`config.mk`:
```
export PLATFORM = sky130hd
export DESIGN_NAME = notification_pattern_player
export DESIGN_NICKNAME = d
export VERILOG_FILES = /design/src/sv/npp_pkg.sv /design/src/sv/notification_pattern_player.sv
export SDC_FILE = /design/constraint.sdc
export NUM_CORES = 2
export LEC_CHECK = 0
export BUFFER_PORTS_ARGS = -buffer_cell sky130_fd_sc_hd__buf_2
export CORE_MARGIN = 5
export CORE_UTILIZATION = 45
export DETAILED_ROUTE_END_ITERATION = 6
export MAX_ROUTING_LAYER = met4
export PLACE_DENSITY = 0.67
export SLEW_MARGIN = 20
export SYNTH_ARGS = -nofsm -noshare
export SYNTH_HDL_FRONTEND = slang
export SYNTH_SLANG_ARGS = --single-unit
```
`constraint.sdc`:
```
create_clock -name aclk -period 26 [get_ports aclk]
set_clock_uncertainty 0.2 [all_clocks]
set_input_delay 3.9 -clock aclk [delete_from_list [all_inputs] [get_ports aclk]]
set_output_delay 3.9 -clock aclk [all_outputs]
set_load 0.02 [all_outputs]
```
`src/sv/npp_pkg.sv`:
```
package npp_pkg;

    // item kinds carried on s_tuser
    typedef enum logic [1:0] {
        OP_TICK   = 2'd0,
        OP_APPEND = 2'd1,
        OP_SUBMIT = 2'd2
    } op_t;

    // configuration register indexes
    localparam int CFG_ADDR_W = 1;
    localparam logic [CFG_ADDR_W-1:0] REG_AUDIO_ENABLE = 1'd0;
    localparam logic [CFG_ADDR_W-1:0] REG_LIGHT_ENABLE = 1'd1;

    localparam int FREQ_W  = 16;
    localparam int TIME_W  = 16;
    localparam int COLOR_W = 24;
    localparam int FLASH_W = 8;
    localparam int OP_W    = 2;
    localparam int IN_W    = 96;

    typedef struct packed {
        logic [FREQ_W-1:0] freq;
        logic [TIME_W-1:0] dur;
    } note_t;

    typedef struct packed {
        logic [COLOR_W-1:0] color;
        logic [FLASH_W-1:0] flashes;
        logic [TIME_W-1:0]  on_time;
        logic [TIME_W-1:0]  off_time;
    } light_t;

    function automatic logic [TIME_W-1:0] sat_inc_time(input logic [TIME_W-1:0] v);
        return (v == {TIME_W{1'b1}}) ? v : v + 1'b1;
    endfunction

    function automatic logic [FLASH_W-1:0] sat_inc_flash(input logic [FLASH_W-1:0] v);
        return (v == {FLASH_W{1'b1}}) ? v : v + 1'b1;
    endfunction

endpackage

```
`src/sv/notification_pattern_player.sv`:
```
// timing: a result item is registered in the cycle after its input item is accepted
// throughput: one item per cycle unless a full result register is held by m_tready low,
// set by the single state update before the result register, which frees the input side
// reset: aresetn is synchronous and active low; queue and player go idle, both enables to 1
// no clearing pass after reset: queue memories are only read after being written
module notification_pattern_player #(
    parameter int QUEUE_DEPTH = 8,
    parameter int MAX_NOTES   = 8,
    localparam int LVL_W  = $clog2(QUEUE_DEPTH + 1),
    localparam int OUT_W  = ((42 + LVL_W + 7) / 8) * 8
) (
    input  logic                            aclk,
    input  logic                            aresetn,
    // input items
    input  logic                            s_tvalid,
    output logic                            s_tready,
    // note_frequency, note_duration, flash_color, flash_total, flash_on_time, flash_off_time
    input  logic [npp_pkg::IN_W-1:0]        s_tdata,
    // operation
    input  logic [npp_pkg::OP_W-1:0]        s_tuser,
    // result items
    output logic                            m_tvalid,
    input  logic                            m_tready,
    // tone_hz, led_rgb, busy_res, accepted, queue_level, zero fill
    output logic [OUT_W-1:0]                m_tdata,
    // configuration writes
    input  logic                            cfg_wr_en,
    input  logic [npp_pkg::CFG_ADDR_W-1:0]  cfg_addr,
    input  logic                            cfg_wr_data
);

    localparam int SLOT_W = $clog2(QUEUE_DEPTH);
    localparam int CNT_W  = $clog2(MAX_NOTES + 1);
    localparam int NIDX_W = (MAX_NOTES > 1) ? $clog2(MAX_NOTES) : 1;
    localparam int PAD_W  = OUT_W - 42 - LVL_W;
    localparam logic [SLOT_W-1:0] LAST_SLOT = SLOT_W'(QUEUE_DEPTH - 1);

    // unpacked input item
    npp_pkg::op_t                    op;
    npp_pkg::note_t                  in_note;
    npp_pkg::light_t                 in_light;
    logic                            in_fire;

    // configuration
    logic                            audio_en_reg;
    logic                            light_en_reg;

    // queue storage: one row of notes, a note count and a light setup per slot
    npp_pkg::note_t [MAX_NOTES-1:0]  notes_mem [QUEUE_DEPTH];
    logic [CNT_W-1:0]                cnt_mem   [QUEUE_DEPTH];
    npp_pkg::light_t                 light_mem [QUEUE_DEPTH];
    // registered read of the slot at the queue head
    npp_pkg::note_t [MAX_NOTES-1:0]  head_notes_reg;
    logic [CNT_W-1:0]                head_cnt_reg;
    npp_pkg::light_t                 head_light_reg;

    logic [SLOT_W-1:0]               head_reg, head_next;
    logic [SLOT_W-1:0]               tail_reg, tail_next;
    logic [LVL_W-1:0]                waiting_reg, waiting_next;
    logic [CNT_W-1:0]                build_reg, build_next;

    // pattern now playing; notes sit in a shift line with the current note in tap 0
    npp_pkg::note_t                  taps_reg [MAX_NOTES+1];
    logic [CNT_W-1:0]                cur_cnt_reg, cur_cnt_next;
    npp_pkg::light_t                 cur_light_reg, cur_light_next;
    logic                            playing_reg, playing_next;
    logic [CNT_W-1:0]                idx_reg, idx_next;
    logic [npp_pkg::TIME_W-1:0]      note_el_reg, note_el_next;
    logic                            lit_reg, lit_next;
    logic [npp_pkg::FLASH_W-1:0]     fc_reg, fc_next;
    logic [npp_pkg::TIME_W-1:0]      led_el_reg, led_el_next;
    logic [npp_pkg::FREQ_W-1:0]      tone_reg, tone_next;
    logic [npp_pkg::COLOR_W-1:0]     led_reg, led_next;

    // control from the update logic
    logic                            note_wr;
    logic                            meta_wr;
    logic                            notes_load;
    logic                            notes_shift;
    logic                            start_req;
    logic                            ok;
    logic                            audio_done;
    logic                            light_done;
    logic [NIDX_W-1:0]               lane;
    logic [CNT_W-1:0]                start_cnt;
    npp_pkg::light_t                 start_light;

    // result register
    logic                            m_valid_reg;
    logic [OUT_W-1:0]                m_data_reg;
    logic [OUT_W-1:0]                out_next;

    assign op       = npp_pkg::op_t'(s_tuser);
    // frequency sits in the low half of the bus, but in the high half of a stored note
    assign in_note  = {s_tdata[15:0], s_tdata[31:16]};
    assign in_light = {s_tdata[55:32], s_tdata[63:56], s_tdata[79:64], s_tdata[95:80]};
    // a new item goes in whenever the result register is empty or being drained
    assign s_tready = !m_valid_reg || m_tready;
    assign in_fire  = s_tvalid && s_tready;
    assign lane     = build_reg[NIDX_W-1:0];

    assign m_tvalid = m_valid_reg;
    assign m_tdata  = m_data_reg;

    // configuration registers
    always_ff @(posedge aclk) begin
        if (!aresetn) begin
            audio_en_reg <= 1'b1;
            light_en_reg <= 1'b1;
        end else if (cfg_wr_en) begin
            unique case (cfg_addr)
                npp_pkg::REG_AUDIO_ENABLE: audio_en_reg <= cfg_wr_data;
                npp_pkg::REG_LIGHT_ENABLE: light_en_reg <= cfg_wr_data;
            endcase
        end
    end

    // queue memories, read at the next head with the same-cycle write forwarded
    always_ff @(posedge aclk) begin
        if (note_wr) begin
            notes_mem[tail_reg][lane] <= in_note;
        end
        if (note_wr && (tail_reg == head_next)) begin
            for (int i = 0; i < MAX_NOTES; i++) begin
                head_notes_reg[i] <= (i == int'(lane)) ? in_note : notes_mem[head_next][i];
            end
        end else begin
            head_notes_reg <= notes_mem[head_next];
        end
    end

    always_ff @(posedge aclk) begin
        if (meta_wr) begin
            cnt_mem[tail_reg]   <= build_reg;
            light_mem[tail_reg] <= in_light;
        end
        if (meta_wr && (tail_reg == head_next)) begin
            head_cnt_reg   <= build_reg;
            head_light_reg <= in_light;
        end else begin
            head_cnt_reg   <= cnt_mem[head_next];
            head_light_reg <= light_mem[head_next];
        end
    end

    // note shift line: loaded at pattern start, one step per finished note
    always_ff @(posedge aclk) begin
        if (notes_load) begin
            for (int i = 0; i < MAX_NOTES; i++) begin
                taps_reg[i] <= head_notes_reg[i];
            end
            taps_reg[MAX_NOTES] <= '0;
        end else if (notes_shift) begin
            for (int i = 0; i < MAX_NOTES; i++) begin
                taps_reg[i] <= taps_reg[i+1];
            end
            taps_reg[MAX_NOTES] <= '0;
        end
    end

    // a submit while idle starts its own pattern, so its setup comes straight from the item
    always_comb begin
        if (op == npp_pkg::OP_SUBMIT) begin
            start_cnt   = build_reg;
            start_light = in_light;
        end else begin
            start_cnt   = head_cnt_reg;
            start_light = head_light_reg;
        end
    end

    // state update for one item
    always_comb begin
        head_next      = head_reg;
        tail_next      = tail_reg;
        waiting_next   = waiting_reg;
        build_next     = build_reg;
        cur_cnt_next   = cur_cnt_reg;
        cur_light_next = cur_light_reg;
        playing_next   = playing_reg;
        idx_next       = idx_reg;
        note_el_next   = note_el_reg;
        lit_next       = lit_reg;
        fc_next        = fc_reg;
        led_el_next    = led_el_reg;
        tone_next      = tone_reg;
        led_next       = led_reg;
        note_wr        = 1'b0;
        meta_wr        = 1'b0;
        notes_load     = 1'b0;
        notes_shift    = 1'b0;
        start_req      = 1'b0;
        ok             = 1'b0;
        audio_done     = 1'b0;
        light_done     = 1'b0;

        if (in_fire) begin
            unique case (op)
                npp_pkg::OP_TICK: begin
                    if (playing_reg) begin
                        note_el_next = npp_pkg::sat_inc_time(note_el_reg);
                        led_el_next  = npp_pkg::sat_inc_time(led_el_reg);

                        // audio: advance to the next note once this one has run out
                        if (audio_en_reg && (idx_reg < cur_cnt_reg)) begin
                            if (note_el_next >= taps_reg[0].dur) begin
                                idx_next     = idx_reg + 1'b1;
                                note_el_next = '0;
                                notes_shift  = 1'b1;
                                tone_next    = (idx_next < cur_cnt_reg) ? taps_reg[1].freq : '0;
                            end
                        end

                        // light: on phase ends a flash, off phase starts the next one
                        if (light_en_reg && (cur_light_reg.flashes != '0)) begin
                            if (lit_reg) begin
                                if (led_el_next >= cur_light_reg.on_time) begin
                                    led_next    = '0;
                                    lit_next    = 1'b0;
                                    fc_next     = npp_pkg::sat_inc_flash(fc_reg);
                                    led_el_next = '0;
                                end
                            end else if ((fc_reg < cur_light_reg.flashes) &&
                                         (led_el_next >= cur_light_reg.off_time)) begin
                                led_next    = cur_light_reg.color;
                                lit_next    = 1'b1;
                                led_el_next = '0;
                            end
                        end

                        audio_done = !audio_en_reg || (idx_next >= cur_cnt_reg);
                        light_done = !light_en_reg || (cur_light_reg.flashes == '0) ||
                                     ((fc_next >= cur_light_reg.flashes) && !lit_next);
                        start_req  = audio_done && light_done;
                    end
                end
                npp_pkg::OP_APPEND: begin
                    // notes past the limit or into a full queue are dropped
                    if ((build_reg < CNT_W'(MAX_NOTES)) &&
                        (waiting_reg < LVL_W'(QUEUE_DEPTH))) begin
                        note_wr    = 1'b1;
                        build_next = build_reg + 1'b1;
                    end
                end
                npp_pkg::OP_SUBMIT: begin
                    build_next = '0;
                    if (waiting_reg < LVL_W'(QUEUE_DEPTH)) begin
                        meta_wr      = 1'b1;
                        tail_next    = (tail_reg == LAST_SLOT) ? '0 : tail_reg + 1'b1;
                        waiting_next = waiting_reg + 1'b1;
                        ok           = 1'b1;
                        start_req    = !playing_reg;
                    end
                end
                default: begin
                end
            endcase

            // take the next pattern from the queue, or go idle when it is empty
            if (start_req) begin
                if (waiting_next == '0) begin
                    playing_next = 1'b0;
                    tone_next    = '0;
                    led_next     = '0;
                    lit_next     = 1'b0;
                end else begin
                    notes_load     = 1'b1;
                    notes_shift    = 1'b0;
                    cur_cnt_next   = start_cnt;
                    cur_light_next = start_light;
                    head_next      = (head_reg == LAST_SLOT) ? '0 : head_reg + 1'b1;
                    waiting_next   = waiting_next - 1'b1;
                    playing_next   = 1'b1;
                    idx_next       = '0;
                    note_el_next   = '0;
                    fc_next        = '0;
                    led_el_next    = '0;
                    lit_next       = 1'b0;
                    tone_next      = (audio_en_reg && (start_cnt != '0)) ?
                                     head_notes_reg[0].freq : '0;
                    if (light_en_reg && (start_light.flashes != '0)) begin
                        led_next = start_light.color;
                        lit_next = 1'b1;
                    end
                end
            end
        end
    end

    // result packing; the tone is muted while audio is off
    always_comb begin
        out_next = {{PAD_W{1'b0}}, waiting_next, ok, playing_next, led_next,
                    (audio_en_reg ? tone_next : {npp_pkg::FREQ_W{1'b0}})};
    end

    // control and player state
    always_ff @(posedge aclk) begin
        if (!aresetn) begin
            head_reg      <= '0;
            tail_reg      <= '0;
            waiting_reg   <= '0;
            build_reg     <= '0;
            cur_cnt_reg   <= '0;
            cur_light_reg <= '0;
            playing_reg   <= 1'b0;
            idx_reg       <= '0;
            note_el_reg   <= '0;
            lit_reg       <= 1'b0;
            fc_reg        <= '0;
            led_el_reg    <= '0;
            tone_reg      <= '0;
            led_reg       <= '0;
        end else begin
            head_reg      <= head_next;
            tail_reg      <= tail_next;
            waiting_reg   <= waiting_next;
            build_reg     <= build_next;
            cur_cnt_reg   <= cur_cnt_next;
            cur_light_reg <= cur_light_next;
            playing_reg   <= playing_next;
            idx_reg       <= idx_next;
            note_el_reg   <= note_el_next;
            lit_reg       <= lit_next;
            fc_reg        <= fc_next;
            led_el_reg    <= led_el_next;
            tone_reg      <= tone_next;
            led_reg       <= led_next;
        end
    end

    // result register: holds a result until taken, refilled in the same cycle
    always_ff @(posedge aclk) begin
        if (!aresetn) begin
            m_valid_reg <= 1'b0;
        end else if (in_fire) begin
            m_valid_reg <= 1'b1;
        end else if (m_tready) begin
            m_valid_reg <= 1'b0;
        end
    end

    always_ff @(posedge aclk) begin
        if (in_fire) begin
            m_data_reg <= out_next;
        end
    end

`ifndef SYNTH
    // an idle player never leaves patterns waiting
    assert property (@(posedge aclk) disable iff (!aresetn)
        !playing_reg |-> (waiting_reg == '0))
        else $error("patterns waiting while player idle");

    // head and tail meet whenever the queue is empty or full
    assert property (@(posedge aclk) disable iff (!aresetn)
        (head_reg != tail_reg) |-> ((waiting_reg != '0) && (waiting_reg != LVL_W'(QUEUE_DEPTH))))
        else $error("queue pointers out of step with fill level");

    // the note index never runs past the pattern's note count
    assert property (@(posedge aclk) disable iff (!aresetn)
        playing_reg |-> (idx_reg <= cur_cnt_reg))
        else $error("note index past note count");

    // a queued submit always leaves a pattern playing
    assert property (@(posedge aclk) disable iff (!aresetn)
        (in_fire && ok) |=> (playing_reg && m_tdata[40]))
        else $error("accepted submit but player idle");
`endif

endmodule
```
Word level (Yosys, flattened, before mapping)
Memory sizes are Yosys's and may differ from the RTL's. A register that Yosys moved wholly into a read port is not among the register bits.
Cells that the tools add are included.
- bits in registers: 473
- latch bits: 0
- RAM bits: 2880
- output and inout port bits: 50
- memories: 4
- memory bits (read-only): 0
- equal/unequal tests: 16
- shift operators: 0
- div/mod/pow operators: 0
- reductions and logical operators: 37
- multiply operators: 0
- bitwise gates (word level): 11
- add/sub/neg operators: 9
- mux-type cells: 135
- order comparisons: 12
- memories (name ; depth ; width ; rd ports ; clocked after memory_dff ; write ports ; line ; text):
    notes_mem ; 8 ; 256 ; 1 ; 0 ; 1 ; notification_pattern_player.sv:49 ; npp_pkg::note_t [MAX_NOTES-1:0] notes_mem [QUEUE_DEPTH];
    light_mem ; 8 ; 64 ; 1 ; 1 ; 1 ; notification_pattern_player.sv:51 ; npp_pkg::light_t light_mem [QUEUE_DEPTH];
    taps_reg ; 9 ; 32 ; 9 ; 0 ; 9 ; notification_pattern_player.sv:63 ; npp_pkg::note_t taps_reg [MAX_NOTES+1];
    cnt_mem ; 8 ; 4 ; 1 ; 1 ; 1 ; notification_pattern_player.sv:50 ; logic [CNT_W-1:0] cnt_mem [QUEUE_DEPTH];
- operators by type and width (operator ; count):
    two-way mux 32 bit ; 18
    two-way mux 256 bit ; 2
    two-way mux 16 bit ; 25
    two-way mux 24 bit ; 10
    demux 32 bit (select 3 bit) ; 1
    two-way mux 8 bit ; 11
    two-way mux 4 bit ; 17
    two-way mux 64 bit ; 1
    greater-or-equal comparator 16 bit ; 3
    two-way mux 1 bit ; 43
    adder 16 x 1 -> 16 bit (second input constant) ; 2
    == test 16 bit (second input constant) ; 2
    nonzero test 8 bit ; 2
    two-way mux 3 bit ; 5
    adder 4 x 1 -> 4 bit (second input constant) ; 3
    == test 3 bit (first input constant) ; 4
    AND reduction 3 bit ; 4
    logical AND 1 bit ; 11
    OR 1 bit ; 9
    adder 8 x 1 -> 8 bit (second input constant) ; 1
    == test 8 bit (second input constant) ; 1
    greater-or-equal comparator 8 bit ; 1
    zero test 8 bit ; 1
    less-than comparator 4 bit ; 2
    25 further kinds ; 41

Longest topological paths before layout
- word-level depth: 23
- gate-level depth with buffers: 34
- depth with buffers taken out: 29

Worst setup path after synthesis
Ideal clock, no wire load.
- kind: input to register
- start: input port s_tuser[0] (netlist bit)
- end: memory taps_reg[0][0] (netlist bit), enable pin
- arrival: 10.427 ns
- stages on the path: 11
- setup slack: 14.783 ns
- data required time: 25.210 ns
- cells stage by stage: nand2b_1 nor2_1 mux2i_1 ha_1 inv_1 nor3_1 nor4_4 nand3_1 nor2_1 a31oi_1 inv_1
- RTL lines (what ; line ; text):
    start: declaration ; notification_pattern_player.sv:20 ; input logic [npp_pkg::OP_W-1:0] s_tuser,
    end: declaration ; notification_pattern_player.sv:63 ;

Final worst setup path
- start: register note_el_reg[4] (netlist bit)
- end: register head_notes_reg[177] (netlist bit)
- cells in the longest elaborated chain, start to end: 19
- elaborated cells between the ends (all ways): 22
- ends and longest elaborated chain (what ; line ; text):
    start: declaration ; notification_pattern_player.sv:68 ; logic [npp_pkg::TIME_W-1:0] note_el_reg, note_el_next;
    start signal: assignment ; notification_pattern_player.sv:322 ; note_el_reg <= note_el_next;
    adder 16 x 1 -> 16 bit or == test 16 bit (tied branches) ; npp_pkg.sv:35 ; return (v == {TIME_W{1'b1}}) ? v : v + 1'b1;
    two-way mux 16 bit (*) ; npp_pkg.sv:35 ;
    greater-or-equal comparator 16 bit (*) ; notification_pattern_player.sv:206 ; if (note_el_next >= taps_reg[0].dur) begin
    two-way mux 4 bit (*) ; notification_pattern_player.sv:206 ;
    two-way mux 4 bit (*) ; notification_pattern_player.sv:205 ; if (audio_en_reg && (idx_reg < cur_cnt_reg)) begin
    two-way mux 4 bit (*) ; notification_pattern_player.sv:200 ; if (playing_reg) begin
    two-way mux 4 bit (*) ; notification_pattern_player.sv:198 ; unique case (op)
    two-way mux 4 bit (*) ; notification_pattern_player.sv:197 ; if (in_fire) begin
    [... 3 more ...] ; - ;
    two-way mux 1 bit (*) ; notification_pattern_player.sv:200 ;
    case mux 1 bit (2 select lines) (*) ; notification_pattern_player.sv:198 ;
    two-way mux 1 bit (*) ; notification_pattern_player.sv:197 ;
    two-way mux 3 bit (*) ; notification_pattern_player.sv:260 ; if (start_req) begin
    two-way mux 3 bit (*) ; notification_pattern_player.sv:197 ;
    memory (8 x 256 bit) or == test 3 bit (tied branches) ; - ;
    two-way mux 32 bit or logical AND 1 bit (tied branches) ; notification_pattern_player.sv:125, notification_pattern_player.sv:123 ;
    two-way mux 256 bit (*) ; notification_pattern_player.sv:123 ; if (note_wr && (tail_reg == head_next)) begin
    end signal: indexed assignment ; notification_pattern_player.sv:125 ; head_notes_reg[i] <= (i == int'(lane)) ? in_note : notes_mem[head_next][i];
    end signal: assignment ; notification_pattern_player.sv:128 ; head_notes_reg <= notes_mem[head_next];
    end: declaration ; notification_pattern_player.sv:53 ; npp_pkg::note_t [MAX_NOTES-1:0] head_notes_reg;
Mark *: on every way between the ends. The rest lies on a longest branch, timed or not. The select of a mux whose other input is x is not followed.
A chain may end at the register's enable or synchronous reset.

==> reports/qor.log <==
[floorplan] starting utilization of the core area 0.452
[grt] antenna violations before repair 21
[clocking] count of hold-fix buffers inserted at cts 0
[power_and_ir_drop] total internal power 8.86 mW
[cells_and_area] most common library cell in the layout ignoring fill and taps edfxtp_1
[route] remaining design rule violation count 0
[grt] number of global-route vias before repair 69401
[synthesis] share of flip-flops with an asynchronous set or reset 0
[cells_and_area] area of all placed cells without fillers 146000 um^2
[run] Max-cap violations 0
[sta] Total Neg Setup Slack 0 ps
[synthesis] fraction of the yosys area taken by sequential cells 0.737
[clocking] clock latency reported for the late side of the worst-skew pair 920 ps
[floorplan] number of standard-cell rows in the floorplan 196
[synthesis] Primary FF master, synth edfxtp_1
[synthesis] number of enable-type register cells in the synthesized netlist 2878
[synthesis] gate count after technology mapping 7843
[synthesis] flip-flop and latch count after synthesis 3308
[synthesis] count of distinct cell types in the synthesized netlist 69
[place] area after detailed placement 134000 um^2
[grt] largest net degree at the start of global routing 136
[floorplan] die footprint 297000 um^2
[cells_and_area] area growth from synthesis to layout 12.9%
[clocking] Setup Fix Bufs, Post-CTS 0
[worst_setup_path] critical path data required time 26540 ps
[sta] final hold slack 258 ps
[sta] final worst-path cycle share 0.468
[cells_and_area] Multi-input gate area 32100 um^2
[clocking] total clock buffers created by CTS 338
[cells_and_area] Seq. cell area 95000 um^2
[cells_and_area] flip-flop count of the largest register, all copies and words added 2048
[floorplan] Die Height 545 um
[synthesis] Yosys warnings 0
[route] number of vias after detailed routing 69613
[place] routability cong. 0.820
[clocking] Max clock buf depth 4
[worst_setup_path] Crit path buffers/inverters 5
[power_and_ir_drop] leakage 53.2 nW
[route] post-route ant nets 0
[cells_and_area] Filler Cell Count 22925
[power_and_ir_drop] combinational power share 0.050
[cells_and_area] commonest cells after routing, fill and taps aside edfxtp_1, mux2i_1, a22oi_1
[clocking] TritonCTS clock tree yes
[power_and_ir_drop] power dissipated by switching net loads 2.40 mW
[place] DP Wirelength 167000 um
[sta] transition time at the pin with the least slew margin 1170 ps
[worst_setup_path] cell family with most CP delay buffers and inverters
[sta] number of failing setup endpoints in the final timing report 0
[sta] smallest setup slack after layout 13840 ps
[power_and_ir_drop] Peak VDD IR 0.0000579 V
[grt] global-route wire length before repair 465000 um
[clocking] total number of clock tree sinks 3308
[route] final WL 319000 um
[floorplan] Core Footprint 285000 um^2
[cells_and_area] layout cells sized above 1 0.169
[power_and_ir_drop] part of the power in the clock network 0.428
[power_and_ir_drop] net switching share of the total power 0.213
[sta] maximum operating frequency 82.2 MHz
[route] routed vias/inst 5.75
[worst_setup_path] critical path's slowest cell buf_4
[worst_setup_path] crit-path most repeated cell buf_4
[power_and_ir_drop] PD cells 77.4 nW/um^2
[clocking] cell at the root of the clock tree clkbuf_16
[worst_setup_path] CP max FO 120
[worst_setup_path] data arrival time of the worst path 12710 ps
[clocking] clock transition time at the flip-flop clock pins of the worst setup and hold paths 60 ps
[sta] shortest clock period the worst path allows after layout 12170 ps
[place] number of buffers added on ports 152
[route] 1st-iter DRT viols 7129
[sta] unrepaired setup endpoints after global routing no
[clocking] H-tree lvl count 5
[cells_and_area] utilization after layout 0.510
[outcome] run status finished clean
[power_and_ir_drop] power consumption 11.3 mW
[clocking] number of gates resized after cts 0
[sta] max-slew violation count 0
[power_and_ir_drop] register share of total power 0.522
[cells_and_area] count of non-filler cells in the finished layout 12100
[cells_and_area] Net count, final 8221
[floorplan] I/O pin count 155
[worst_setup_path] kind of capture point of the worst setup path flop
[worst_setup_path] Critical Path Start Type flop
[synthesis] netlist area before placement 129000 um^2
[route] wire per inst 26.3 um
[route] total iterations of the first detailed-routing run 6
[grt] gr ovfl total 0
[worst_setup_path] biggest cell delay along the critical path 920 ps
[place] Cells after DPL 11449
[synthesis] Synth Area per Inst 16.4 um^2
[sta] Final Hold Fails 0
[floorplan] Die X 545 um
[place] placement-stage worst setup slack 13370 ps
[worst_setup_path] Setup Crit Path Kind flop to flop
[sta] Max transition margin 0.220
[worst_hold_path] class of the worst hold path flop to flop
[grt] GRT Util Overall 0.214
-- worst paths after layout --
path	startpoint	end	slack [ps]	depth (start not counted)
worst min-delay path	cur_light_reg[60]	cur_light_reg[60]	260	2
worst max-delay path	note_el_reg[4]	head_notes_reg[177]	13840	30
worst min register to register	cur_light_reg[60]	cur_light_reg[60]	260	2
worst max register to register	note_el_reg[4]	head_notes_reg[177]	13840	30
-- Yosys cell counts (all sizes together) (9+ instances only) --
library cell  number  area share
inv               87      0.0025
a22oi            583       0.034
nor4              11      0.0010
buf              195      0.0082
and2              31      0.0015
o21ai            264       0.010
nor3              32      0.0012
a21oi            234       0.011
or3               10     0.00049
nand3b             9     0.00052
nand2            567       0.017
edfxtp          2878        0.67
dfxtp            430       0.067
a221oi            17      0.0012
nand2b            17     0.00083
nand3             35      0.0014
a211oi            55      0.0032
nor2             359       0.012
nand4             18     0.00087
ha                89      0.0086
xor2               9     0.00061
clkbuf           289      0.0084
xnor2             29      0.0021
mux2             213       0.019
mux2i           1116       0.087
a21o              16     0.00093
nor2b             41      0.0020
mux4             136       0.024
-- routing by layer --
metal,wire [um],vias up,global-route usage
met3,22800,573,0.0328
met4,11500,0,0.0725
met2,152000,2652,0.337
li1,-,30723,-
met1,133000,35665,0.285
met5,0,-,-
-- worst register-to-register path, delay by kind of cell, from the launching register on --
| family | cells | cell delay, ps |
|---|---|---|
| compound gates | 9 | 2310 |
| flops | 1 | 480 |
| xor+xnor | 1 | 170 |
| mux | 3 | 1560 |
| buf+inv | 5 | 3990 |
| fa+ha+maj | 2 | 610 |
| simple gates | 10 | 2690 |
-- cells by family after synthesis --
| family | synth area share |
|---|---|
| adder cells (fa/ha/maj) | 0.00864 |
| flip-flops | 0.737 |
| multiplexers | 0.129 |
| XOR/XNOR | 0.00270 |
| AND/OR/NAND/NOR | 0.0402 |
| other | 0.0000291 |
| buffers and inverters | 0.0191 |
| AO/OA/AOI/OAI | 0.0630 |
-- area by class of cell --
class / instances / share of cell area
flip-flops and latches: 3308 / 0.653
multi-input cells: 3965 / 0.220
clock buffers: 470 / 0.0647
well taps: 3762 / 0.0324
repair buffers: 327 / 0.0150
clock inverters: 161 / 0.0118
inverters: 87 / 0.00231
diodes: 20 / 0.000344
-- power by group through the flow --
stage	registers, mW	logic, mW	clock network (mW)
final	5.88	0.563	4.82
after global routing	5.88	0.606	5.13
after CTS	5.88	0.566	4.90
after detailed placement	5.99	0.563	0
after global placement	5.99	0.550	0
after floorplan	5.97	0.368	0
Power figures use the tool's default switching activity.
